$ cat src/sv/pida_pkg.sv
// shared types and codes for the positional insert/delete array
package pida_pkg;

  // operation kinds carried on tuser
  typedef enum logic [2:0] {
    K_BEGIN  = 3'd0,
    K_FILL   = 3'd1,
    K_GET    = 3'd2,
    K_SET    = 3'd3,
    K_INSERT = 3'd4,
    K_REMOVE = 3'd5
  } kind_e;

  // result status codes
  typedef enum logic [1:0] {
    ST_OK    = 2'd0,
    ST_RANGE = 2'd1,
    ST_FULL  = 2'd2
  } stat_e;

  // controller states
  typedef enum logic [2:0] {
    S_IDLE,
    S_FILL,
    S_GET,
    S_UP,
    S_PUT,
    S_DN
  } state_e;

  // memory write source
  typedef enum logic [1:0] {
    W_VAL_POS,
    W_VAL_ADDR,
    W_RD_UP,
    W_RD_DN
  } wsrc_e;

  // memory read / pointer source
  typedef enum logic [2:0] {
    R_ZERO,
    R_POS,
    R_LAST,
    R_POS_NEXT,
    R_ADDR_DEC,
    R_ADDR_INC
  } rsrc_e;

  // length update
  typedef enum logic [1:0] {
    L_HOLD,
    L_START,
    L_INC,
    L_DEC
  } lop_e;

  // field widths
  localparam int unsigned KindW  = 3;
  localparam int unsigned PosW   = 7;
  localparam int unsigned WordW  = 32;
  localparam int unsigned StatW  = 2;
  localparam int unsigned LenW   = 7;
  localparam int unsigned StartW = 7;

  // commands from controller to datapath
  typedef struct packed {
    logic  take;
    logic  ptr_ld;
    rsrc_e rsrc;
    logic  we;
    wsrc_e wsrc;
    lop_e  lop;
    logic  res_ld;
    stat_e res_st;
    logic  res_rd;
  } dp_cmd_t;

  // status from datapath to controller
  typedef struct packed {
    kind_e kind;
    logic  known_kind;
    logic  in_range;
    logic  ins_over;
    logic  full;
    logic  pos_at_end;
    logic  pos_last;
    logic  empty;
    logic  ptr_at_pos;
    logic  ptr_at_last;
    logic  out_free;
  } dp_sts_t;

endpackage

$ cat src/sv/pida_dp.sv
// datapath: entry memory, sweep pointer, length, config and result register
module pida_dp
  import pida_pkg::*;
#(
  parameter int unsigned CAPACITY = 64
) (
  input  logic                    clk_i,
  input  logic                    rst_ni,
  input  logic                    cfg_we_i,
  input  logic [StartW-1:0]       cfg_wdata_i,
  input  logic [KindW-1:0]        in_kind_i,
  input  logic [PosW-1:0]         in_pos_i,
  input  logic signed [WordW-1:0] in_value_i,
  input  logic                    out_ready_i,
  input  dp_cmd_t                 cmd_i,
  output dp_sts_t                 sts_o,
  output logic                    out_valid_o,
  output logic signed [WordW-1:0] out_rd_o,
  output logic [StatW-1:0]        out_st_o,
  output logic [LenW-1:0]         out_len_o
);

  localparam int unsigned AW  = (CAPACITY > 1) ? $clog2(CAPACITY) : 1;
  localparam int unsigned LW  = $clog2(CAPACITY + 1);
  localparam int unsigned CW  = (LW > PosW) ? LW : PosW;
  localparam int unsigned CWL = (CW > LenW) ? CW : LenW;

  logic [StartW-1:0]       start_q;
  logic [LW-1:0]           live_q, live_d;
  logic [AW-1:0]           ptr_q;
  logic [PosW-1:0]         pos_q;
  logic signed [WordW-1:0] val_q;
  logic signed [WordW-1:0] rdata_q;
  logic signed [WordW-1:0] mem_q [CAPACITY];

  logic                    out_valid_q;
  logic signed [WordW-1:0] rd_q;
  logic [StatW-1:0]        st_q;
  logic [LenW-1:0]         len_q;

  logic [CW-1:0]           pos_w, cur_pos, live_w, ptr_w, start_w;
  logic [CWL-1:0]          live_dw;
  logic signed [WordW-1:0] cur_val;
  logic [AW-1:0]           raddr, waddr;
  logic signed [WordW-1:0] wdata;

  // operand selection: input fields on the accepting cycle, latched ones later
  assign pos_w   = CW'(in_pos_i);
  assign cur_pos = cmd_i.take ? pos_w : CW'(pos_q);
  assign cur_val = cmd_i.take ? in_value_i : val_q;
  assign live_w  = CW'(live_q);
  assign ptr_w   = CW'(ptr_q);
  assign start_w = CW'(start_q);

  // range checks and sweep end detection
  always_comb begin
    sts_o.kind        = kind_e'(in_kind_i);
    sts_o.known_kind  = (in_kind_i <= KindW'(K_REMOVE));
    sts_o.in_range    = (pos_w < live_w);
    sts_o.ins_over    = (pos_w > live_w);
    sts_o.full        = (live_w == CW'(CAPACITY));
    sts_o.pos_at_end  = (pos_w == live_w);
    sts_o.pos_last    = ((pos_w + CW'(1)) == live_w);
    sts_o.empty       = (live_q == '0);
    sts_o.ptr_at_pos  = (ptr_w == CW'(pos_q));
    sts_o.ptr_at_last = ((ptr_w + CW'(1)) == live_w);
    sts_o.out_free    = !out_valid_q || out_ready_i;
  end

  // read address select
  always_comb begin
    case (cmd_i.rsrc)
      R_ZERO:     raddr = '0;
      R_POS:      raddr = AW'(cur_pos);
      R_LAST:     raddr = AW'(live_w - CW'(1));
      R_POS_NEXT: raddr = AW'(pos_w + CW'(1));
      R_ADDR_DEC: raddr = ptr_q - AW'(1);
      R_ADDR_INC: raddr = ptr_q + AW'(1);
      default:    raddr = '0;
    endcase
  end

  // write address and data select
  always_comb begin
    case (cmd_i.wsrc)
      W_VAL_POS: begin
        waddr = AW'(cur_pos);
        wdata = cur_val;
      end
      W_VAL_ADDR: begin
        waddr = ptr_q;
        wdata = val_q;
      end
      W_RD_UP: begin
        waddr = ptr_q + AW'(1);
        wdata = rdata_q;
      end
      W_RD_DN: begin
        waddr = ptr_q - AW'(1);
        wdata = rdata_q;
      end
      default: begin
        waddr = ptr_q;
        wdata = val_q;
      end
    endcase
  end

  // next length, begin saturates at capacity
  always_comb begin
    case (cmd_i.lop)
      L_START: live_d = (start_w > CW'(CAPACITY)) ? LW'(CAPACITY) : LW'(start_w);
      L_INC:   live_d = live_q + LW'(1);
      L_DEC:   live_d = live_q - LW'(1);
      default: live_d = live_q;
    endcase
  end

  assign live_dw = CWL'(live_d);

  // entry memory, one write and one registered read port
  always_ff @(posedge clk_i) begin
    if (cmd_i.we) begin
      mem_q[waddr] <= wdata;
    end
    if (cmd_i.ptr_ld) begin
      rdata_q <= mem_q[raddr];
    end
  end

  // operand latches and sweep pointer
  always_ff @(posedge clk_i) begin
    if (cmd_i.take) begin
      pos_q <= in_pos_i;
      val_q <= in_value_i;
    end
    if (cmd_i.ptr_ld) begin
      ptr_q <= raddr;
    end
  end

  // config register and live length
  always_ff @(posedge clk_i or negedge rst_ni) begin
    if (!rst_ni) begin
      start_q <= StartW'(5);
      live_q  <= '0;
    end else begin
      if (cfg_we_i) begin
        start_q <= cfg_wdata_i;
      end
      live_q <= live_d;
    end
  end

  // result register valid
  always_ff @(posedge clk_i or negedge rst_ni) begin
    if (!rst_ni) begin
      out_valid_q <= 1'b0;
    end else if (cmd_i.res_ld) begin
      out_valid_q <= 1'b1;
    end else if (out_ready_i) begin
      out_valid_q <= 1'b0;
    end
  end

  // result payload
  always_ff @(posedge clk_i) begin
    if (cmd_i.res_ld) begin
      rd_q  <= cmd_i.res_rd ? rdata_q : '0;
      st_q  <= cmd_i.res_st;
      len_q <= live_dw[LenW-1:0];
    end
  end

  assign out_valid_o = out_valid_q;
  assign out_rd_o    = rd_q;
  assign out_st_o    = st_q;
  assign out_len_o   = len_q;

endmodule

$ cat src/sv/pida_ctrl.sv
// controller: sequences each operation over the datapath
module pida_ctrl
  import pida_pkg::*;
(
  input  logic    clk_i,
  input  logic    rst_ni,
  input  logic    in_valid_i,
  output logic    in_ready_o,
  input  dp_sts_t sts_i,
  output dp_cmd_t cmd_o,
  output state_e  state_o
);

  state_e state_q, state_d;
  logic   accept;

  assign in_ready_o = (state_q == S_IDLE) && sts_i.out_free;
  assign accept     = in_valid_i && in_ready_o;
  assign state_o    = state_q;

  // next state
  always_comb begin
    state_d = state_q;
    case (state_q)
      S_IDLE: begin
        if (accept && sts_i.known_kind) begin
          case (sts_i.kind)
            K_FILL:   if (!sts_i.empty) state_d = S_FILL;
            K_GET:    if (sts_i.in_range) state_d = S_GET;
            K_INSERT: begin
              if (!sts_i.ins_over && !sts_i.full && !sts_i.pos_at_end) begin
                state_d = S_UP;
              end
            end
            K_REMOVE: if (sts_i.in_range && !sts_i.pos_last) state_d = S_DN;
            default:  state_d = S_IDLE;
          endcase
        end
      end
      S_FILL:  if (sts_i.ptr_at_last) state_d = S_IDLE;
      S_GET:   state_d = S_IDLE;
      S_UP:    if (sts_i.ptr_at_pos) state_d = S_PUT;
      S_PUT:   state_d = S_IDLE;
      S_DN:    if (sts_i.ptr_at_last) state_d = S_IDLE;
      default: state_d = S_IDLE;
    endcase
  end

  // datapath commands
  always_comb begin
    cmd_o        = '0;
    cmd_o.rsrc   = R_ZERO;
    cmd_o.wsrc   = W_VAL_POS;
    cmd_o.lop    = L_HOLD;
    cmd_o.res_st = ST_OK;
    cmd_o.take   = accept;
    case (state_q)
      S_IDLE: begin
        if (accept) begin
          if (!sts_i.known_kind) begin
            cmd_o.res_ld = 1'b1;
          end else begin
            case (sts_i.kind)
              K_BEGIN: begin
                cmd_o.lop    = L_START;
                cmd_o.res_ld = 1'b1;
              end
              K_FILL: begin
                if (sts_i.empty) begin
                  cmd_o.res_ld = 1'b1;
                end else begin
                  cmd_o.ptr_ld = 1'b1;
                  cmd_o.rsrc   = R_ZERO;
                end
              end
              K_GET: begin
                if (sts_i.in_range) begin
                  cmd_o.ptr_ld = 1'b1;
                  cmd_o.rsrc   = R_POS;
                end else begin
                  cmd_o.res_ld = 1'b1;
                  cmd_o.res_st = ST_RANGE;
                end
              end
              K_SET: begin
                cmd_o.res_ld = 1'b1;
                if (sts_i.in_range) begin
                  cmd_o.we   = 1'b1;
                  cmd_o.wsrc = W_VAL_POS;
                end else begin
                  cmd_o.res_st = ST_RANGE;
                end
              end
              K_INSERT: begin
                if (sts_i.ins_over) begin
                  cmd_o.res_ld = 1'b1;
                  cmd_o.res_st = ST_RANGE;
                end else if (sts_i.full) begin
                  cmd_o.res_ld = 1'b1;
                  cmd_o.res_st = ST_FULL;
                end else if (sts_i.pos_at_end) begin
                  cmd_o.we     = 1'b1;
                  cmd_o.wsrc   = W_VAL_POS;
                  cmd_o.lop    = L_INC;
                  cmd_o.res_ld = 1'b1;
                end else begin
                  cmd_o.ptr_ld = 1'b1;
                  cmd_o.rsrc   = R_LAST;
                end
              end
              K_REMOVE: begin
                if (!sts_i.in_range) begin
                  cmd_o.res_ld = 1'b1;
                  cmd_o.res_st = ST_RANGE;
                end else if (sts_i.pos_last) begin
                  cmd_o.lop    = L_DEC;
                  cmd_o.res_ld = 1'b1;
                end else begin
                  cmd_o.ptr_ld = 1'b1;
                  cmd_o.rsrc   = R_POS_NEXT;
                end
              end
              default: cmd_o.res_ld = 1'b1;
            endcase
          end
        end
      end
      // write the value over each live entry
      S_FILL: begin
        cmd_o.we   = 1'b1;
        cmd_o.wsrc = W_VAL_ADDR;
        if (sts_i.ptr_at_last) begin
          cmd_o.res_ld = 1'b1;
        end else begin
          cmd_o.ptr_ld = 1'b1;
          cmd_o.rsrc   = R_ADDR_INC;
        end
      end
      S_GET: begin
        cmd_o.res_ld = 1'b1;
        cmd_o.res_rd = 1'b1;
      end
      // move entries up one place, top down
      S_UP: begin
        cmd_o.we   = 1'b1;
        cmd_o.wsrc = W_RD_UP;
        if (!sts_i.ptr_at_pos) begin
          cmd_o.ptr_ld = 1'b1;
          cmd_o.rsrc   = R_ADDR_DEC;
        end
      end
      S_PUT: begin
        cmd_o.we     = 1'b1;
        cmd_o.wsrc   = W_VAL_POS;
        cmd_o.lop    = L_INC;
        cmd_o.res_ld = 1'b1;
      end
      // move entries down one place, bottom up
      S_DN: begin
        cmd_o.we   = 1'b1;
        cmd_o.wsrc = W_RD_DN;
        if (sts_i.ptr_at_last) begin
          cmd_o.lop    = L_DEC;
          cmd_o.res_ld = 1'b1;
        end else begin
          cmd_o.ptr_ld = 1'b1;
          cmd_o.rsrc   = R_ADDR_INC;
        end
      end
      default: cmd_o.res_ld = 1'b0;
    endcase
  end

  // state register
  always_ff @(posedge clk_i or negedge rst_ni) begin
    if (!rst_ni) begin
      state_q <= S_IDLE;
    end else begin
      state_q <= state_d;
    end
  end

endmodule

$ cat src/sv/positional_insert_delete_array.sv
// Begin, set, errors, unused kinds, insert at pos==length and remove of the last entry
// load their result on the accepting cycle; get reads the entry first. Shifts and fill
// move one entry per cycle through the single-write, registered-read entry memory; one
// item is in work at a time, the next taken once its result is loaded and the output
// register is free or draining. Reset clears the length to zero, start_length to 5 and
// the result valid; entry contents are not cleared and read as undefined until written.
module positional_insert_delete_array
  import pida_pkg::*;
#(
  parameter int unsigned CAPACITY = 64
) (
  input  logic        clk_i,
  input  logic        rst_ni,
  input  logic        cfg_we_i,
  input  logic [6:0]  cfg_wdata_i,
  input  logic        s_axis_tvalid,
  output logic        s_axis_tready,
  input  logic [39:0] s_axis_tdata,  // position[6:0], value[38:7], zero pad[39]
  input  logic [2:0]  s_axis_tuser,  // kind[2:0]
  output logic        m_axis_tvalid,
  input  logic        m_axis_tready,
  output logic [47:0] m_axis_tdata   // read_value[31:0], status[33:32], length_now[40:34], pad
);

  dp_cmd_t                 cmd;
  dp_sts_t                 sts;
  state_e                  state;
  logic signed [WordW-1:0] out_rd;
  logic [StatW-1:0]        out_st;
  logic [LenW-1:0]         out_len;

  pida_ctrl u_ctrl (
    .clk_i      (clk_i),
    .rst_ni     (rst_ni),
    .in_valid_i (s_axis_tvalid),
    .in_ready_o (s_axis_tready),
    .sts_i      (sts),
    .cmd_o      (cmd),
    .state_o    (state)
  );

  pida_dp #(
    .CAPACITY (CAPACITY)
  ) u_dp (
    .clk_i       (clk_i),
    .rst_ni      (rst_ni),
    .cfg_we_i    (cfg_we_i),
    .cfg_wdata_i (cfg_wdata_i),
    .in_kind_i   (s_axis_tuser),
    .in_pos_i    (s_axis_tdata[6:0]),
    .in_value_i  (s_axis_tdata[38:7]),
    .out_ready_i (m_axis_tready),
    .cmd_i       (cmd),
    .sts_o       (sts),
    .out_valid_o (m_axis_tvalid),
    .out_rd_o    (out_rd),
    .out_st_o    (out_st),
    .out_len_o   (out_len)
  );

  assign m_axis_tdata = {7'd0, out_len, out_st, out_rd};

  localparam logic [LenW-1:0] CapLen = LenW'(CAPACITY);

  // a result only loads into a free or draining output register
  a_res_slot: assert property (@(posedge clk_i) disable iff (!rst_ni)
    cmd.res_ld |-> (!m_axis_tvalid || m_axis_tready))
    else $error("result loaded over an untaken result");

  // every accepted item leaves either a result or work in progress
  a_accept_follow: assert property (@(posedge clk_i) disable iff (!rst_ni)
    (s_axis_tvalid && s_axis_tready) |=> (m_axis_tvalid || state != S_IDLE))
    else $error("accepted item vanished");

  // a full status only reports a length at capacity
  a_full_len: assert property (@(posedge clk_i) disable iff (!rst_ni)
    (m_axis_tvalid && out_st == ST_FULL) |-> (out_len == CapLen))
    else $error("full status with length below capacity");

  // only a get returns a nonzero word, and never with an error status
  a_rd_ok: assert property (@(posedge clk_i) disable iff (!rst_ni)
    (m_axis_tvalid && out_st != ST_OK) |-> (out_rd == '0))
    else $error("read data on an error result");

endmodule
$ cat config.mk
export PLATFORM = sky130hd
export DESIGN_NAME = positional_insert_delete_array
export DESIGN_NICKNAME = d
export VERILOG_FILES = /design/src/sv/pida_pkg.sv /design/src/sv/pida_dp.sv /design/src/sv/pida_ctrl.sv /design/src/sv/positional_insert_delete_array.sv
export SDC_FILE = /design/constraint.sdc
export NUM_CORES = 2
export LEC_CHECK = 0
export ABC_AREA = 0
export BUFFER_PORTS_ARGS = -buffer_cell sky130_fd_sc_hd__buf_4
export CORE_MARGIN = 8
export CORE_UTILIZATION = 31
export DETAILED_ROUTE_END_ITERATION = 12
export GPL_ROUTABILITY_DRIVEN = 1
export PLACE_DENSITY = 0.54
export SETUP_SLACK_MARGIN = 0.15
export SLEW_MARGIN = 15
export SYNTH_ARGS = -nofsm -noshare
export SYNTH_HDL_FRONTEND = slang
export SYNTH_SLANG_ARGS = --single-unit
$ cat constraint.sdc
create_clock -name clk_i -period 5.3 [get_ports clk_i]
set_input_delay 0.265 -clock clk_i [delete_from_list [all_inputs] [get_ports clk_i]]
set_output_delay 0.265 -clock clk_i [all_outputs]
set_load 0.03 [all_outputs]
## Yosys cells after proc, flatten, opt, wreduce, memory -nomap -nowiden

Memories as Yosys holds them, arrays and structs flattened. A register that Yosys moved wholly into a read port is not among the register bits.
Cells that the tools add are included.

- Multiplexer cells: 56
- $lt $le $gt $ge: 4
- Equal/unequal tests: 33
- Reductions and logical operators: 23
- $add $sub $neg: 6

Operators by type and width:

| kind | count |
|---|---|
| 32-bit case mux with 3 select lines | 1 |
| 3-bit two-way mux | 12 |
| 32-bit two-way mux | 1 |
| 6-bit case mux with 5 select lines | 1 |
| 4-bit two-way mux | 7 |
| 9-bit two-way mux | 3 |
| 6-bit case mux with 4 select lines | 1 |
| 7-bit equality test | 3 |
| 7-bit case mux with 3 select lines | 1 |
| 3-bit by 2-bit equality test with 1-bit output (second input constant) | 6 |
| 3-bit equality test (second input constant) | 6 |
| 2-bit case mux with 3 select lines | 3 |
| 4-bit case mux with 4 select lines | 1 |
| 3-bit case mux with 5 select lines | 1 |
| 7-bit by 1-bit adder with 7-bit output (second input constant) | 2 |
| 12-bit two-way mux | 1 |
| 6-bit two-way mux | 2 |
| 3-bit case mux with 4 select lines | 1 |
| 4-bit case mux with 3 select lines | 1 |
| 1-bit two-way mux | 11 |
| 3-bit by 1-bit equality test with 1-bit output (second input constant) | 3 |
| 3-bit != test (second input constant) | 3 |
| 3-bit case mux with 3 select lines | 1 |
| 2-bit equality test (second input constant) | 4 |
| 28 further kinds | 46 |

- Memories: 1
- Output and inout port bits: 50
- Flip-flop bits (word level): 104
- Memory bits (writable): 2048
- Word-level logic and storage cells: 134

Memory list:

| memory | words | bits a word | rd ports | clocked after memory_dff | write ports | line | text |
|---|---|---|---|---|---|---|---|
| u_dp.mem_q | 64 | 32 | 1 | 1 | 1 | pida_dp.sv:34 | `logic signed [WordW-1:0] mem_q [CAPACITY];` |

## Depth between registers and ports, before layout

- Depth after elaboration: 11
- Gate-level depth with buffers: 20

## Cells and area by module

From an unflattened synthesis, not the netlist that was laid out.

- Cells, all modules: 5994
- Area, all modules: 88279.7 um^2

Modules (own cells, without submodules):

| module | times used | cells an instance | sequential area each (um^2) | area each (um^2) |
|---|---|---|---|---|
| pida_dp | 1 | 5902 | 65039.9 | 87646.6 |
| pida_ctrl | 1 | 84 | 75.1 | 576.8 |
| positional_insert_delete_array | 1 | 8 | 0.0 | 56.3 |

## Worst setup path before layout

OpenSTA, ideal clock, no wires.

- Path kind: flip-flop to flip-flop
- Start: reg u_dp.live_q[5]
- End: mem u_dp.mem_q[53][0] (enable)
- Cell stages (with the launch flop): 14
- Arrival time: 3.963 ns
- Path buffers: 2
- Setup slack: 0.916 ns
- Path through: dfrtp_1 clkbuf_1 inv_1 ha_1 and4_1 or3_1 clkbuf_1 nor2_1 nand2_1 o22ai_1 a211oi_1 nor2b_1 nand2_1 nor2_1

- Word-level cells in the longest chain between the ends: 10

Ends and longest elaborated chain:

| what | line | text |
|---|---|---|
| start: declaration | pida_dp.sv:29 | `logic [LW-1:0] live_q, live_d;` |
| start signal: assignment | pida_dp.sv:151 | `live_q <= live_d;` |
| parallel branches: the longest is 4 deep, another holds 7-bit > comparator | - |  |
| 3-bit case mux with 2 select lines * | pida_ctrl.sv:63 | `case (sts_i.kind)` |
| 9-bit two-way mux * | pida_ctrl.sv:60 | `if (!sts_i.known_kind) begin` |
| 12-bit two-way mux * | pida_ctrl.sv:59 | `if (accept) begin` |
| 3-bit case mux with 5 select lines * | pida_ctrl.sv:57 | `case (state_q)` |
| parallel branches: the longest is 2 deep, another holds 6-bit case mux with 4 select lines | - |  |
| end: declaration | pida_dp.sv:34 |  |

Mark *: on every way between the ends.

## Worst setup path in the final report

- Start: reg u_dp.ptr_q[0]
- End: reg u_dp.rdata_q[30] (read register of u_dp.mem_q) (data pin)

- Word-level cells in the longest chain between the ends: 6

Ends and longest elaborated chain:

| what | line | text |
|---|---|---|
| start: declaration | pida_dp.sv:30 | `logic [AW-1:0] ptr_q;` |
| start signal: assignment | pida_dp.sv:138 | `ptr_q <= raddr;` |
| 6-bit by 1-bit adder with 7-bit output | pida_dp.sv:66 | `sts_o.ptr_at_last = ((ptr_w + CW'(1)) == live_w);` |
| 7-bit equality test | pida_dp.sv:66 |  |
| 4-bit two-way mux | pida_ctrl.sv:132, pida_ctrl.sv:162 |  |
| 4-bit case mux with 3 select lines | pida_ctrl.sv:57 |  |
| 3-bit equality test (tied with other cells) | pida_dp.sv:72 | `case (cmd_i.rsrc)` |
| 6-bit case mux with 5 select lines | pida_dp.sv:72 |  |
| end: declaration | pida_dp.sv:33 | `logic signed [WordW-1:0] rdata_q;` |

Parallel ways exist; a longest one is shown, timed or not.
A chain may end at the register's enable or synchronous reset.

==> results_dict.tcl <==
set metrics [dict create \
    hold_path.class "input pin to flop" \
    cp.arrival_ns 5.66 \
    die_area_mm2 0.302 \
    viasPerCell 5.14 \
    relSlewSlack_pct 29.0 \
    holdWs_ns 0.170 \
    htree_levels 4 \
    hpwl_mm 150 \
    initial_utilization_pct 31.1 \
    critical_path.endpoint "u_dp.rdata_q[30]$_DFFE_PP_" \
    final_hold_viol_count 0 \
    power.leakage_nw 35.2 \
    dp_cells 10200 \
    wl_per_cell_um 24.4 \
    clk_pin_slew_ns 0.06 \
    netlist_instances 6410 \
    dr_total_vias 55000 \
    rsz0062_at_grt "true" \
    p_per_area_mw_per_mm2 693 \
    grt_use_total_pct 16.7 \
    fin_nets 6808 \
    crit_start "u_dp.ptr_q[0]$_DFFE_PP_" \
    routed_wl_mm 261 \
    areaGrowthSynthToFinish_pct 17.4 \
    cts_buffers 219 \
    drv_slew 0 \
    layout_commonest_cell "edfxtp_1" \
    drc 0 \
    synth_top_area_cell "edfxtp_1" \
    r2r_end "u_dp.rdata_q[30]$_DFFE_PP_" \
    period_share_pct 94.9 \
    synth.top_cell.area_share_pct 72.4 \
    seq_area_frac_synth_pct 73.7 \
    r2r_slack_ns 0.27 \
    antenna_found_initial 14 \
    grt_pass1_wl_mm 375 \
    ys_types 86 \
    grt-ovfl-total 0 \
    power_mw 71.8 \
    reg2reg_from "u_dp.ptr_q[0]$_DFFE_PP_" \
    synth_flop_cell "edfxtp_1" \
    max_freq_ghz 0.199 \
    violations "antenna violations" \
    worstSetupStartpointType "flop" \
    ys_seq_elements 2184 \
    clkLatencyLatePin_ns 0.90 \
    synth_area_mm2 0.0883 \
    ctsLongestPathBuffers 3 \
    cts_sinks 2184 \
    coreArea_mm2 0.284 \
    row_count 196 \
    grt_start_max_net_pins 117 \
    path_max_fanout 54 \
    fin_setup_tns_ns 0 \
    r2r_cells 16 \
    status "finished, violations left" \
    fin_crit_ns 5.03 \
    crit_type "flop to flop" \
    final_cell_mix "edfxtp_1, nand2_1, nand3_1" \
    worstSetupEndpointType "flop" \
    gp_congestion 0.868 \
    layout.cells.non_filler 10700 \
    place_ws_ns -0.116 \
    synth_edf_count 2128 \
    cts_root_buffer "clkbuf_16" \
    required_ns 5.93 \
    die_w_um 550 \
    setup_viol 0 \
    num_io_pins 105 \
    dr.pass1.iters 6 \
    cts_tree "built" \
    port_buffers 96 \
    yosysWarnings 0 \
    drive_above_1_share_pct 13.0 \
    async_flop_share_pct 0.824 \
    yosys-top-cells-area "edfxtp_1, nand2_1, mux2i_1" \
    maxCapViolCount 0 \
    die_height_um 550 \
    grt_pass1_vias 52200 \
    final.setup_skew_ns 0.0855 \
    ant_nets 1 \
    synth.avg_cell_area_um2 13.8 \
    ir_worst_vdd_uv 561 \
    drt_iter0_drc 5509 \
    setup_ws_ns 0.270 \
    worst_pin_slew_ns 1.06 \
]
[sequential cells by signal, summed over array words and instances, names as in the netlist, 2 cells and up]
signal          flops
u_dp.out_st_o       2
u_dp.live_q         7
u_dp.start_q        7
u_dp.out_len_o      7
u_dp.out_rd_o      32
u_dp.rdata_q       32
u_ctrl.state_o      3
u_dp.val_q         32
u_dp.pos_q          7
u_dp.ptr_q          6
u_dp.mem_q       2048
[stage by stage]
stage,cell area [µm²],utilization (%)
2_1_floorplan,88300,-
3_3_place_gp,95800,33.7
3_5_place_dp,95900,33.7
4_1_cts,104000,36.4
5_1_grt,104000,36.5
6_report,104000,36.5
[layer usage]
| metal | track usage, % | up-vias | routed length, µm |
|---|---|---|---|
| met4 | 5.41 | 0 | 8170 |
| met2 | 26.7 | 2007 | 120000 |
| met3 | 2.86 | 331 | 19600 |
| met1 | 23.1 | 28100 | 114000 |
| li1 | - | 24600 | - |
| met5 | 0 | - | 0 |
[report_power, final]
| group | switching (mW) | leakage [nW] | internal [mW] |
|---|---|---|---|
| registers | 0.794 | 19.9 | 24.7 |
| logic | 22.1 | 11.9 | 9.09 |
| clock network | 6.60 | 3.38 | 8.45 |
| total | 29.5 | 35.2 | 42.3 |
[synth_stat cells (all sizes together), types with 65 or more instances]
library cell  number
nor2             132
o22ai             65
nor4              97
edfxtp          2128
clkbuf           215
buf              200
mux2i            472
nand3            553
a31oi             95
nand2           1545
and3             102
a21oi            272
[critical path, stage by stage (launching register included)]
cell and delay (ns):
edfxtp_1 0.43, buf_4 0.19, and3_1 0.36, and3_1 0.26, xnor3_1 0.27, a31oi_2 0.34
buf_4 0.23, a221o_1 0.16, a31o_4 0.25, nand2_8 0.11, inv_8 0.27, buf_12 0.30
buf_16 0.30, mux2i_2 0.41, o32a_1 0.23, o2111ai_1 0.21, nor4_4 0.41
[worst min path at each step]
stage	startpoint	endpoint	slack, ns	depth (start not counted)
after floorplan	rst_ni	u_ctrl.state_o[0]$_DFFE_PN0P_	-0.03	0
after global placement	rst_ni	u_dp.out_valid_o$_DFFE_PN0P_	0.16	1
after detailed placement	rst_ni	u_dp.out_valid_o$_DFFE_PN0P_	0.16	1
after CTS	s_axis_tdata[14]	u_dp.val_q[7]$_DFF_P_	0.11	4
after global routing	s_axis_tdata[14]	u_dp.val_q[7]$_DFF_P_	0.15	4
final	s_axis_tdata[21]	u_dp.val_q[14]$_DFF_P_	0.17	4
[layout make-up]
cell class / count / area, µm²
Antenna cell: 15 / 37.5
Clock buffer: 286 / 5860
Clock inverter: 118 / 1070
Fill cell: 26600 / 181000
Inverter: 25 / 119
Multi-Input combinational cell: 3792 / 22000
Sequential cell: 2184 / 65100
Tap cell: 3762 / 4710
Timing Repair Buffer: 518 / 4740
[kinds of logic after synthesis]
logic type                 synth area share (%)
and+or+nand+nor                            13.2
DFF                                        73.7
AOI/OAI and AO/OA                          4.79
muxes                                      5.47
buffers and inverters                      2.19
xor gates and xnor gates                  0.458
adders and majority gates                 0.184
other                                   0.00425
[repair_timing]
action                     4_1_cts  5_1_grt
setup buffers                    0        4
setup endpoints to repair        7       31
hold endpoints to repair        71        0
gates resized for setup          7       12
pin swaps                        0        1
hold buffers                    68        0
No activity file was read; power rests on OpenSTA's default activity.
